### config.mk
export PLATFORM = sky130hd
export DESIGN_NAME = led_zone_fade_and_source_switch_unit
export DESIGN_NICKNAME = d
export VERILOG_FILES = /design/src/hdl/lzf_pkg.sv /design/src/hdl/lzf_ram.sv /design/src/hdl/lzf_fade.sv /design/src/hdl/led_zone_fade_and_source_switch_unit.sv
export SDC_FILE = /design/constraint.sdc
export NUM_CORES = 2
export LEC_CHECK = 0
export BUFFER_PORTS_ARGS = -buffer_cell sky130_fd_sc_hd__buf_2
export CAP_MARGIN = 40
export CORE_UTILIZATION = 30
export DETAILED_ROUTE_END_ITERATION = 7
export PLACE_DENSITY = 0.52
export SLEW_MARGIN = 25
export SYNTH_ARGS = -nofsm -noshare
export SYNTH_HDL_FRONTEND = slang
export SYNTH_SLANG_ARGS = --single-unit
### constraint.sdc
create_clock -name clk -period 5.6 [get_ports clk]
set_input_delay 0.28 -clock clk [delete_from_list [all_inputs] [get_ports clk]]
set_output_delay 0.28 -clock clk [all_outputs]
set_load 0.01 [all_outputs]
### src/hdl/lzf_pkg.sv
`default_nettype none

package lzf_pkg;

    // field widths fixed by the interface
    localparam int CH_W     = 12;
    localparam int ZONE_W   = 4;
    localparam int IDLE_W   = 16;
    localparam int CFG_W    = 16;
    localparam int CFG_IDX_W = 1;

    // one rgb color as held in the stores
    typedef struct packed {
        logic [CH_W-1:0] red;
        logic [CH_W-1:0] green;
        logic [CH_W-1:0] blue;
    } color_t;

    localparam int COLOR_W = $bits(color_t);

    // request codes
    typedef enum logic [1:0] {
        REQ_HOME = 2'd0,
        REQ_LIVE = 2'd1,
        REQ_TICK = 2'd2,
        REQ_NONE = 2'd3
    } req_t;

    // configuration register indexes
    localparam logic [CFG_IDX_W-1:0] CFG_FADE_STEP = 1'd0;
    localparam logic [CFG_IDX_W-1:0] CFG_TIMEOUT   = 1'd1;

    // reset values of the configuration registers
    localparam logic [CH_W-1:0]   FADE_STEP_RST = 12'd82;
    localparam logic [IDLE_W-1:0] TIMEOUT_RST   = 16'd100;
    localparam logic [IDLE_W-1:0] IDLE_MAX      = 16'hFFFF;

    // sequencer states
    typedef enum logic [2:0] {
        ST_IDLE,
        ST_EMIT_LIVE,
        ST_COPY,
        ST_FADE,
        ST_EMIT_SHOWN
    } state_t;

endpackage

`default_nettype wire

### src/hdl/lzf_ram.sv
`default_nettype none

module lzf_ram #(
    parameter int WIDTH = 36,
    parameter int DEPTH = 10,
    localparam int AddrW = (DEPTH > 1) ? $clog2(DEPTH) : 1
) (
    input  wire logic             clk,
    input  wire logic             we,
    input  wire logic [AddrW-1:0] waddr,
    input  wire logic [WIDTH-1:0] wdata,
    input  wire logic [AddrW-1:0] raddr,
    output logic      [WIDTH-1:0] rdata
);

    logic [WIDTH-1:0] mem [DEPTH];

    // one write port, one registered read port
    always_ff @(posedge clk)
    begin
        if (we)
        begin
            mem[waddr] <= wdata;
        end
        rdata <= mem[raddr];
    end

endmodule

`default_nettype wire

### src/hdl/lzf_fade.sv
`default_nettype none

module lzf_fade (
    input  wire lzf_pkg::color_t           cur,
    input  wire lzf_pkg::color_t           goal,
    input  wire logic [lzf_pkg::CH_W-1:0]  step,
    output lzf_pkg::color_t                nxt,
    output logic                           moved
);

    // move one channel toward its goal by at most step
    function automatic logic [lzf_pkg::CH_W-1:0] approach(
        input logic [lzf_pkg::CH_W-1:0] c,
        input logic [lzf_pkg::CH_W-1:0] g,
        input logic [lzf_pkg::CH_W-1:0] s
    );
        logic [lzf_pkg::CH_W-1:0] gap;
        logic [lzf_pkg::CH_W-1:0] res;
        if (g > c)
        begin
            gap = g - c;
            res = (gap <= s) ? g : c + s;
        end
        else
        begin
            gap = c - g;
            res = (gap <= s) ? g : c - s;
        end
        return res;
    endfunction

    // three channels side by side
    always_comb
    begin
        nxt.red   = approach(cur.red,   goal.red,   step);
        nxt.green = approach(cur.green, goal.green, step);
        nxt.blue  = approach(cur.blue,  goal.blue,  step);
        moved     = (cur != goal);
    end

endmodule

`default_nettype wire

### src/hdl/led_zone_fade_and_source_switch_unit.sv
`default_nettype none

// Multi-zone RGB LED controller: home targets faded by a step per tick, live frames shown at
// once, with a return to home mode after an idle timeout. All three color stores sit in
// single-port-read RAMs of ZONE_COUNT entries (N) and are walked one zone per cycle. A home
// write, a live write without frame end, a tick in live mode that does not expire, and an
// unused request code all finish in the accept cycle and busy stays low. A live write with
// frame end keeps busy high for an emit pass that emits the N zones on consecutive cycles.
// An expiring tick runs a copy pass from the live store to the shown store with no results.
// A home mode tick runs a fade pass (read, step, write back one zone a cycle) and, if any
// channel moved, an emit pass of the shown store. Results come one per cycle marked by
// out_valid and cannot be held off; frame_last marks zone N-1. Reset clears the stores
// through per-zone valid bits, so no clearing pass is needed and the block is ready right
// after reset.
module led_zone_fade_and_source_switch_unit #(
    parameter int ZONE_COUNT = 10
) (
    input  wire logic                          clk,
    input  wire logic                          rst_n,
    // command side
    input  wire logic                          start,
    output logic                               busy,
    input  wire logic [1:0]                    req_type,
    input  wire logic [lzf_pkg::ZONE_W-1:0]    zone,
    input  wire logic [lzf_pkg::CH_W-1:0]      red,
    input  wire logic [lzf_pkg::CH_W-1:0]      green,
    input  wire logic [lzf_pkg::CH_W-1:0]      blue,
    input  wire logic                          frame_end,
    // configuration port
    input  wire logic                          cfg_we,
    input  wire logic [lzf_pkg::CFG_IDX_W-1:0] cfg_index,
    input  wire logic [lzf_pkg::CFG_W-1:0]     cfg_data,
    // result side
    output logic                               out_valid,
    output logic      [lzf_pkg::ZONE_W-1:0]    out_zone,
    output logic      [lzf_pkg::CH_W-1:0]      out_red,
    output logic      [lzf_pkg::CH_W-1:0]      out_green,
    output logic      [lzf_pkg::CH_W-1:0]      out_blue,
    output logic                               frame_last
);

    localparam int AW    = (ZONE_COUNT > 1) ? $clog2(ZONE_COUNT) : 1;
    localparam int CW    = AW + 1;
    localparam int ZoneW = lzf_pkg::ZONE_W;
    localparam int ChW   = lzf_pkg::CH_W;

    // control state
    lzf_pkg::state_t                 state_reg, state_next;
    logic [CW-1:0]                   cnt_reg, cnt_next;
    logic                            moved_reg, moved_next;
    logic                            live_mode_reg, live_mode_next;
    logic [lzf_pkg::IDLE_W-1:0]      idle_reg, idle_next;
    logic [ChW-1:0]                  fade_step_reg;
    logic [lzf_pkg::IDLE_W-1:0]      timeout_reg;

    // per-zone valid bits standing in for the reset clear
    logic [ZONE_COUNT-1:0]           tgt_vld_reg, shw_vld_reg, liv_vld_reg;
    logic                            tgt_rv_reg, shw_rv_reg, liv_rv_reg;

    // result registers
    logic                            out_valid_reg, out_valid_next;
    logic [ZoneW-1:0]                out_zone_reg;
    lzf_pkg::color_t                 out_color_reg;
    logic                            frame_last_reg;

    // decoded command
    logic                            accept;
    logic                            zone_ok;
    logic [AW-1:0]                   wr_zone;
    lzf_pkg::color_t                 in_color;
    logic [lzf_pkg::IDLE_W-1:0]      idle_inc;
    logic                            expire;

    // sweep control
    logic                            issue;
    logic                            proc;
    logic                            last_proc;
    logic [AW-1:0]                   rd_zone;
    logic [AW-1:0]                   proc_zone;

    // memory ports
    lzf_pkg::color_t                 tgt_rdata, shw_rdata, liv_rdata;
    lzf_pkg::color_t                 tgt_col, shw_col, liv_col;
    logic                            tgt_we, liv_we, shw_we;
    lzf_pkg::color_t                 shw_wdata;

    // fade unit
    lzf_pkg::color_t                 fade_col;
    logic                            fade_moved;
    logic [ChW-1:0]                  step_eff;
    logic                            moved_any;

    // command decode
    assign accept   = start && (state_reg == lzf_pkg::ST_IDLE);
    assign zone_ok  = ({1'b0, zone} < (ZoneW + 1)'(ZONE_COUNT));
    assign wr_zone  = zone[AW-1:0];
    assign in_color = '{red: red, green: green, blue: blue};
    assign idle_inc = (idle_reg == lzf_pkg::IDLE_MAX) ? idle_reg : idle_reg + 16'd1;
    assign expire   = (idle_inc >= timeout_reg);

    // sweep position
    assign issue     = (state_reg != lzf_pkg::ST_IDLE) && (cnt_reg < CW'(ZONE_COUNT));
    assign proc      = (state_reg != lzf_pkg::ST_IDLE) && (cnt_reg != '0);
    assign last_proc = (cnt_reg == CW'(ZONE_COUNT));
    assign rd_zone   = cnt_reg[AW-1:0];
    assign proc_zone = AW'(cnt_reg - CW'(1));

    // never-written entries read as zero
    assign tgt_col = tgt_rv_reg ? tgt_rdata : '0;
    assign shw_col = shw_rv_reg ? shw_rdata : '0;
    assign liv_col = liv_rv_reg ? liv_rdata : '0;

    assign step_eff  = (fade_step_reg == '0) ? ChW'(1) : fade_step_reg;
    assign moved_any = moved_reg || (proc && fade_moved);

    // memory writes
    assign tgt_we = accept && (req_type == lzf_pkg::REQ_HOME) && zone_ok;
    assign liv_we = accept && (req_type == lzf_pkg::REQ_LIVE) && zone_ok;
    assign shw_we = proc && ((state_reg == lzf_pkg::ST_COPY) ||
                             (state_reg == lzf_pkg::ST_FADE));
    assign shw_wdata = (state_reg == lzf_pkg::ST_COPY) ? liv_col : fade_col;

    lzf_ram #(
        .WIDTH (lzf_pkg::COLOR_W),
        .DEPTH (ZONE_COUNT)
    ) u_target_ram (
        .clk   (clk),
        .we    (tgt_we),
        .waddr (wr_zone),
        .wdata (in_color),
        .raddr (rd_zone),
        .rdata (tgt_rdata)
    );

    lzf_ram #(
        .WIDTH (lzf_pkg::COLOR_W),
        .DEPTH (ZONE_COUNT)
    ) u_live_ram (
        .clk   (clk),
        .we    (liv_we),
        .waddr (wr_zone),
        .wdata (in_color),
        .raddr (rd_zone),
        .rdata (liv_rdata)
    );

    lzf_ram #(
        .WIDTH (lzf_pkg::COLOR_W),
        .DEPTH (ZONE_COUNT)
    ) u_shown_ram (
        .clk   (clk),
        .we    (shw_we),
        .waddr (proc_zone),
        .wdata (shw_wdata),
        .raddr (rd_zone),
        .rdata (shw_rdata)
    );

    lzf_fade u_fade (
        .cur   (shw_col),
        .goal  (tgt_col),
        .step  (step_eff),
        .nxt   (fade_col),
        .moved (fade_moved)
    );

    // next state
    always_comb
    begin
        state_next = state_reg;
        case (state_reg)
            lzf_pkg::ST_IDLE:
            begin
                if (start)
                begin
                    if ((req_type == lzf_pkg::REQ_LIVE) && frame_end)
                    begin
                        state_next = lzf_pkg::ST_EMIT_LIVE;
                    end
                    else if (req_type == lzf_pkg::REQ_TICK)
                    begin
                        if (!live_mode_reg)
                        begin
                            state_next = lzf_pkg::ST_FADE;
                        end
                        else if (expire)
                        begin
                            state_next = lzf_pkg::ST_COPY;
                        end
                    end
                end
            end
            lzf_pkg::ST_FADE:
            begin
                if (last_proc)
                begin
                    state_next = moved_any ? lzf_pkg::ST_EMIT_SHOWN : lzf_pkg::ST_IDLE;
                end
            end
            lzf_pkg::ST_EMIT_LIVE, lzf_pkg::ST_COPY, lzf_pkg::ST_EMIT_SHOWN:
            begin
                if (last_proc)
                begin
                    state_next = lzf_pkg::ST_IDLE;
                end
            end
            default:
            begin
                state_next = lzf_pkg::ST_IDLE;
            end
        endcase
    end

    // counters, mode and result strobe
    always_comb
    begin
        cnt_next       = cnt_reg;
        moved_next     = moved_reg;
        live_mode_next = live_mode_reg;
        idle_next      = idle_reg;
        out_valid_next = 1'b0;
        case (state_reg)
            lzf_pkg::ST_IDLE:
            begin
                cnt_next   = '0;
                moved_next = 1'b0;
                if (accept && (req_type == lzf_pkg::REQ_LIVE) && frame_end)
                begin
                    live_mode_next = 1'b1;
                    idle_next      = '0;
                end
                else if (accept && (req_type == lzf_pkg::REQ_TICK) && live_mode_reg)
                begin
                    idle_next = idle_inc;
                    if (expire)
                    begin
                        live_mode_next = 1'b0;
                    end
                end
            end
            lzf_pkg::ST_FADE:
            begin
                moved_next = moved_any;
                cnt_next   = last_proc ? '0 : cnt_reg + CW'(1);
            end
            lzf_pkg::ST_EMIT_LIVE, lzf_pkg::ST_EMIT_SHOWN:
            begin
                out_valid_next = proc;
                cnt_next       = last_proc ? '0 : cnt_reg + CW'(1);
            end
            lzf_pkg::ST_COPY:
            begin
                cnt_next = last_proc ? '0 : cnt_reg + CW'(1);
            end
            default:
            begin
                cnt_next = '0;
            end
        endcase
    end

    // control registers
    always_ff @(posedge clk or negedge rst_n)
    begin
        if (!rst_n)
        begin
            state_reg     <= lzf_pkg::ST_IDLE;
            cnt_reg       <= '0;
            moved_reg     <= 1'b0;
            live_mode_reg <= 1'b0;
            idle_reg      <= '0;
            out_valid_reg <= 1'b0;
            fade_step_reg <= lzf_pkg::FADE_STEP_RST;
            timeout_reg   <= lzf_pkg::TIMEOUT_RST;
            tgt_vld_reg   <= '0;
            shw_vld_reg   <= '0;
            liv_vld_reg   <= '0;
        end
        else
        begin
            state_reg     <= state_next;
            cnt_reg       <= cnt_next;
            moved_reg     <= moved_next;
            live_mode_reg <= live_mode_next;
            idle_reg      <= idle_next;
            out_valid_reg <= out_valid_next;
            if (cfg_we && (cfg_index == lzf_pkg::CFG_FADE_STEP))
            begin
                fade_step_reg <= cfg_data[ChW-1:0];
            end
            if (cfg_we && (cfg_index == lzf_pkg::CFG_TIMEOUT))
            begin
                timeout_reg <= cfg_data[lzf_pkg::IDLE_W-1:0];
            end
            if (tgt_we)
            begin
                tgt_vld_reg[wr_zone] <= 1'b1;
            end
            if (liv_we)
            begin
                liv_vld_reg[wr_zone] <= 1'b1;
            end
            if (shw_we)
            begin
                shw_vld_reg[proc_zone] <= 1'b1;
            end
        end
    end

    // valid bits travel with the read, plus the result payload
    always_ff @(posedge clk)
    begin
        if (issue)
        begin
            tgt_rv_reg <= tgt_vld_reg[rd_zone];
            shw_rv_reg <= shw_vld_reg[rd_zone];
            liv_rv_reg <= liv_vld_reg[rd_zone];
        end
        if (out_valid_next)
        begin
            out_zone_reg   <= ZoneW'(proc_zone);
            out_color_reg  <= (state_reg == lzf_pkg::ST_EMIT_LIVE) ? liv_col : shw_col;
            frame_last_reg <= last_proc;
        end
    end

    // outputs
    assign busy       = (state_reg != lzf_pkg::ST_IDLE);
    assign out_valid  = out_valid_reg;
    assign out_zone   = out_zone_reg;
    assign out_red    = out_color_reg.red;
    assign out_green  = out_color_reg.green;
    assign out_blue   = out_color_reg.blue;
    assign frame_last = frame_last_reg;

endmodule

`default_nettype wire
==> metrics.yaml <==
whs_ns: 0.0713
drt_iter0_markers: 2792
num-fill-cells: 18400
ys_ff_latch: 1317
synthAdderAreaFrac_pct: 5.32
grt_pass1_vias: 34100
dieHeight_microns: 443
cts_tree: "yes"
synth_mux_area_share_pct: 11.1
drv_slew: 0
io_buffers: 106
cts_buffers: 144
finalCritPeriodShare_pct: 95.6
gr-total-overflow: 0
synth_xor_area_share_pct: 1.71
outcome: "finished, final reports clean"
antenna_found_initial: 12
hold_path_depth: 4
path_clk_slew_ns: 0.06
p_per_area_nw_per_um2: 321
ff_latch_area_sq_um: 38100
worstSetupEndpointType: "flip-flop"
gr-usage-all-layers_pct: 16.4
use_met3_pct: 2.41
syn_area_sq_um: 58400
cts_sinks: 1317
tightest_slew_ns: 1.00
synth_ff_type: "edfxtp_1"
cp.required_ns: 6.09
busiest_layer: "met2"
post-cts-setup-buffer-count: 0
ir_drop_mv: 0.339
min_to: "fade_step_reg[6]"
hp-class: "in -> reg"
setup_slack_ns: 0.245
r2r_slack_ns: 0.24
p_leak_nw: 23.5
synth.avg_cell_area_sq_um: 15.2
multiInputGateArea_sq_um: 19200
hpwl_mm: 107
synth.area.top_cells: "edfxtp_1 (58%), mux4_2 (8.6%), ha_1 (4.9%)"
rsz0062_at_grt: "no"
drive_above_1_share_pct: 19.9
synthCells: 3828
wl_per_cell_microns: 24.1
yosysUniqueCellTypes: 96
setup_viol: 0
start_kind: "flip-flop"
rr_worst_depth: 21
vias: 33700
cts_root_buf: "clkbuf_16"
synth_simple_gate_area_share_pct: 6.15
dieArea_sq_um: 196000
relSlewSlack_pct: 33.3
antenna_left: 0
worstSetupPathType: "reg -> reg"
clock_latency_ns: 0.79
yosysSeqAreaShare_pct: 65.2
hp-start: "cfg_we"
start_util_pct: 30.2
grt_pass1_wl_mm: 238
rows: 161
setup_tns_ns: 0
syn_nets: 4133
timing.rr.end: "u_shown_ram.mem[4][13]"
clock_skew_ns: 0.0501
yosys_warnings: 0
critPathArrivalTime_ns: 5.84
async_flop_share_pct: 6.45
fmax_mhz: 187
synth_edf_count: 1124
synth_top_family_by_area: "multiplexers"
syn_to_final_growth_pct: 17.3
period_needed_ns: 5.36
coreArea_sq_um: 193000
synth_compound_area_share_pct: 7.97
first_pass_iters: 8
finalHoldViolations: 0
place_ws_ns: 0.0312
met1_usage_pct: 22.3
die_w_microns: 443
gr-usage-met2_pct: 27.0
place.gp.congestion: 0.908
final_util_pct: 35.5
cts.htree.levels: 4
io_pins: 107
fin_nets: 4403
synth_top_cell_area_share_pct: 57.8
yosys.area.top_type: "edfxtp_1"
crit_fanout: 20
drc_errors: 0
maxCapViolations: 0
totalWireLength_mm: 163
grt_start_max_net_pins: 133
vias_per_cell: 5.00
top_regs: "u_live_ram.mem: 360 flops, u_shown_ram.mem: 360 flops, u_target_ram.mem: 360 flops"
regToRegStartpoint: "shw_rv_reg"
clock_path_buffers: 3
[per-stage QoR]
stage | cell area (sq um) | total power, W | instances
floorplan | 58400 | 0.0119 | 3828
global placement | 62600 | 0.0125 | 6389
detailed placement | 62800 | 0.0125 | 6406
CTS | 68300 | 0.0222 | 6735
global route | 68500 | 0.0227 | 6743
finish | 68500 | 0.0220 | 6745
[routing by layer]
| layer | share of wire [%] | vias up |
|---|---|---|
| li1 | - | 15300 |
| met5 | 0.0049 | - |
| met2 | 48 | 754 |
| met3 | 4.2 | 230 |
| met4 | 2.8 | 2 |
| met1 | 45 | 17400 |
[cell families after synthesis]
group           after synthesis
compound gates              734
buf+inv                     366
xor+xnor                    114
flops                      1317
fa+ha+maj                   241
simple gates                686
mux                         370
[critical path, stage by stage (launching register included)]
cell and delay [ns]:
edfxtp_1 0.42, buf_12 0.19, nand2_1 0.14, inv_1 0.08
ha_1 0.22, fa_1 0.46, nand2b_1 0.17, a21oi_1 0.19
a21o_1 0.15, a21oi_1 0.09, o21bai_1 0.17, a21oi_1 0.14
nor4b_1 0.29, a311o_1 0.16, ha_1 0.25, and4_1 0.23
a221o_1 0.33, o22a_1 0.32, and2_2 0.34, a22oi_1 0.21
o21ai_0 0.13, o21ai_2 0.39
[layout by cell type, fill, tap and decap left out, types with 76 or more instances in the layout]
master / synthesis / routed
buf_2: 53 / 110
edfxtp_1: 1124 / 1124
xnor2_1: 76 / 76
inv_1: 153 / 153
buf_4: 5 / 133
nor2b_1: 135 / 134
nor2_1: 107 / 82
mux4_2: 222 / 222
dfxtp_1: 108 / 108
nand2_1: 174 / 172
nand3_1: 79 / 79
a211oi_1: 115 / 115
a21oi_1: 258 / 250
o21ai_0: 128 / 125
mux2i_1: 129 / 129
clkbuf_16: 0 / 146
ha_1: 229 / 229
[final cells by class]
cell class,count,area share (%)
multi-input combinational,2145,28.0
antenna,4,0.0146
sequential,1317,55.6
timing repair buffer,336,3.90
clock buffer,194,5.85
inverter,154,0.844
clock inverter,69,1.15
tap,2526,4.62
[power breakdown]
part | total (W) | leakage (nW) | switching, W | internal [W]
clock network | 0.00956 | 2.33 | 0.00398 | 0.00558
logic | 0.00151 | 9.05 | 0.000946 | 0.000560
registers | 0.0109 | 12.1 | 0.0000478 | 0.0109
total | 0.0220 | 23.5 | 0.00497 | 0.0170
[how the worst max path moves through the flow]
stage                             endpoint        from  cells past startpoint
floorplan                       frame_last  cnt_reg[0]                     10
global placement    u_shown_ram.mem[0][28]  tgt_rv_reg                     23
detailed placement  u_shown_ram.mem[0][21]  shw_rv_reg                     21
CTS                 u_shown_ram.mem[3][23]  shw_rv_reg                     21
global route        u_shown_ram.mem[4][13]  tgt_rv_reg                     20
finish              u_shown_ram.mem[4][13]  shw_rv_reg                     21
[timing repair]
action / CTS / global route
gates cloned: 0 / 0
hold buffers: 66 / 0
hold endpoints to repair: 781 / 0
setup endpoints to repair: 26 / 241
gates resized for setup: 4 / 26
[cell usage after synthesis (107+ instances only)]
library cell	count
a211oi_1	115
a21oi_1	258
clkbuf_1	139
dfxtp_1	108
edfxtp_1	1124
ha_1	229
inv_1	153
mux2i_1	129
mux4_2	222
nand2_1	174
nor2_1	107
nor2b_1	135
o21ai_0	128
(Power assumes the default switching activity.)
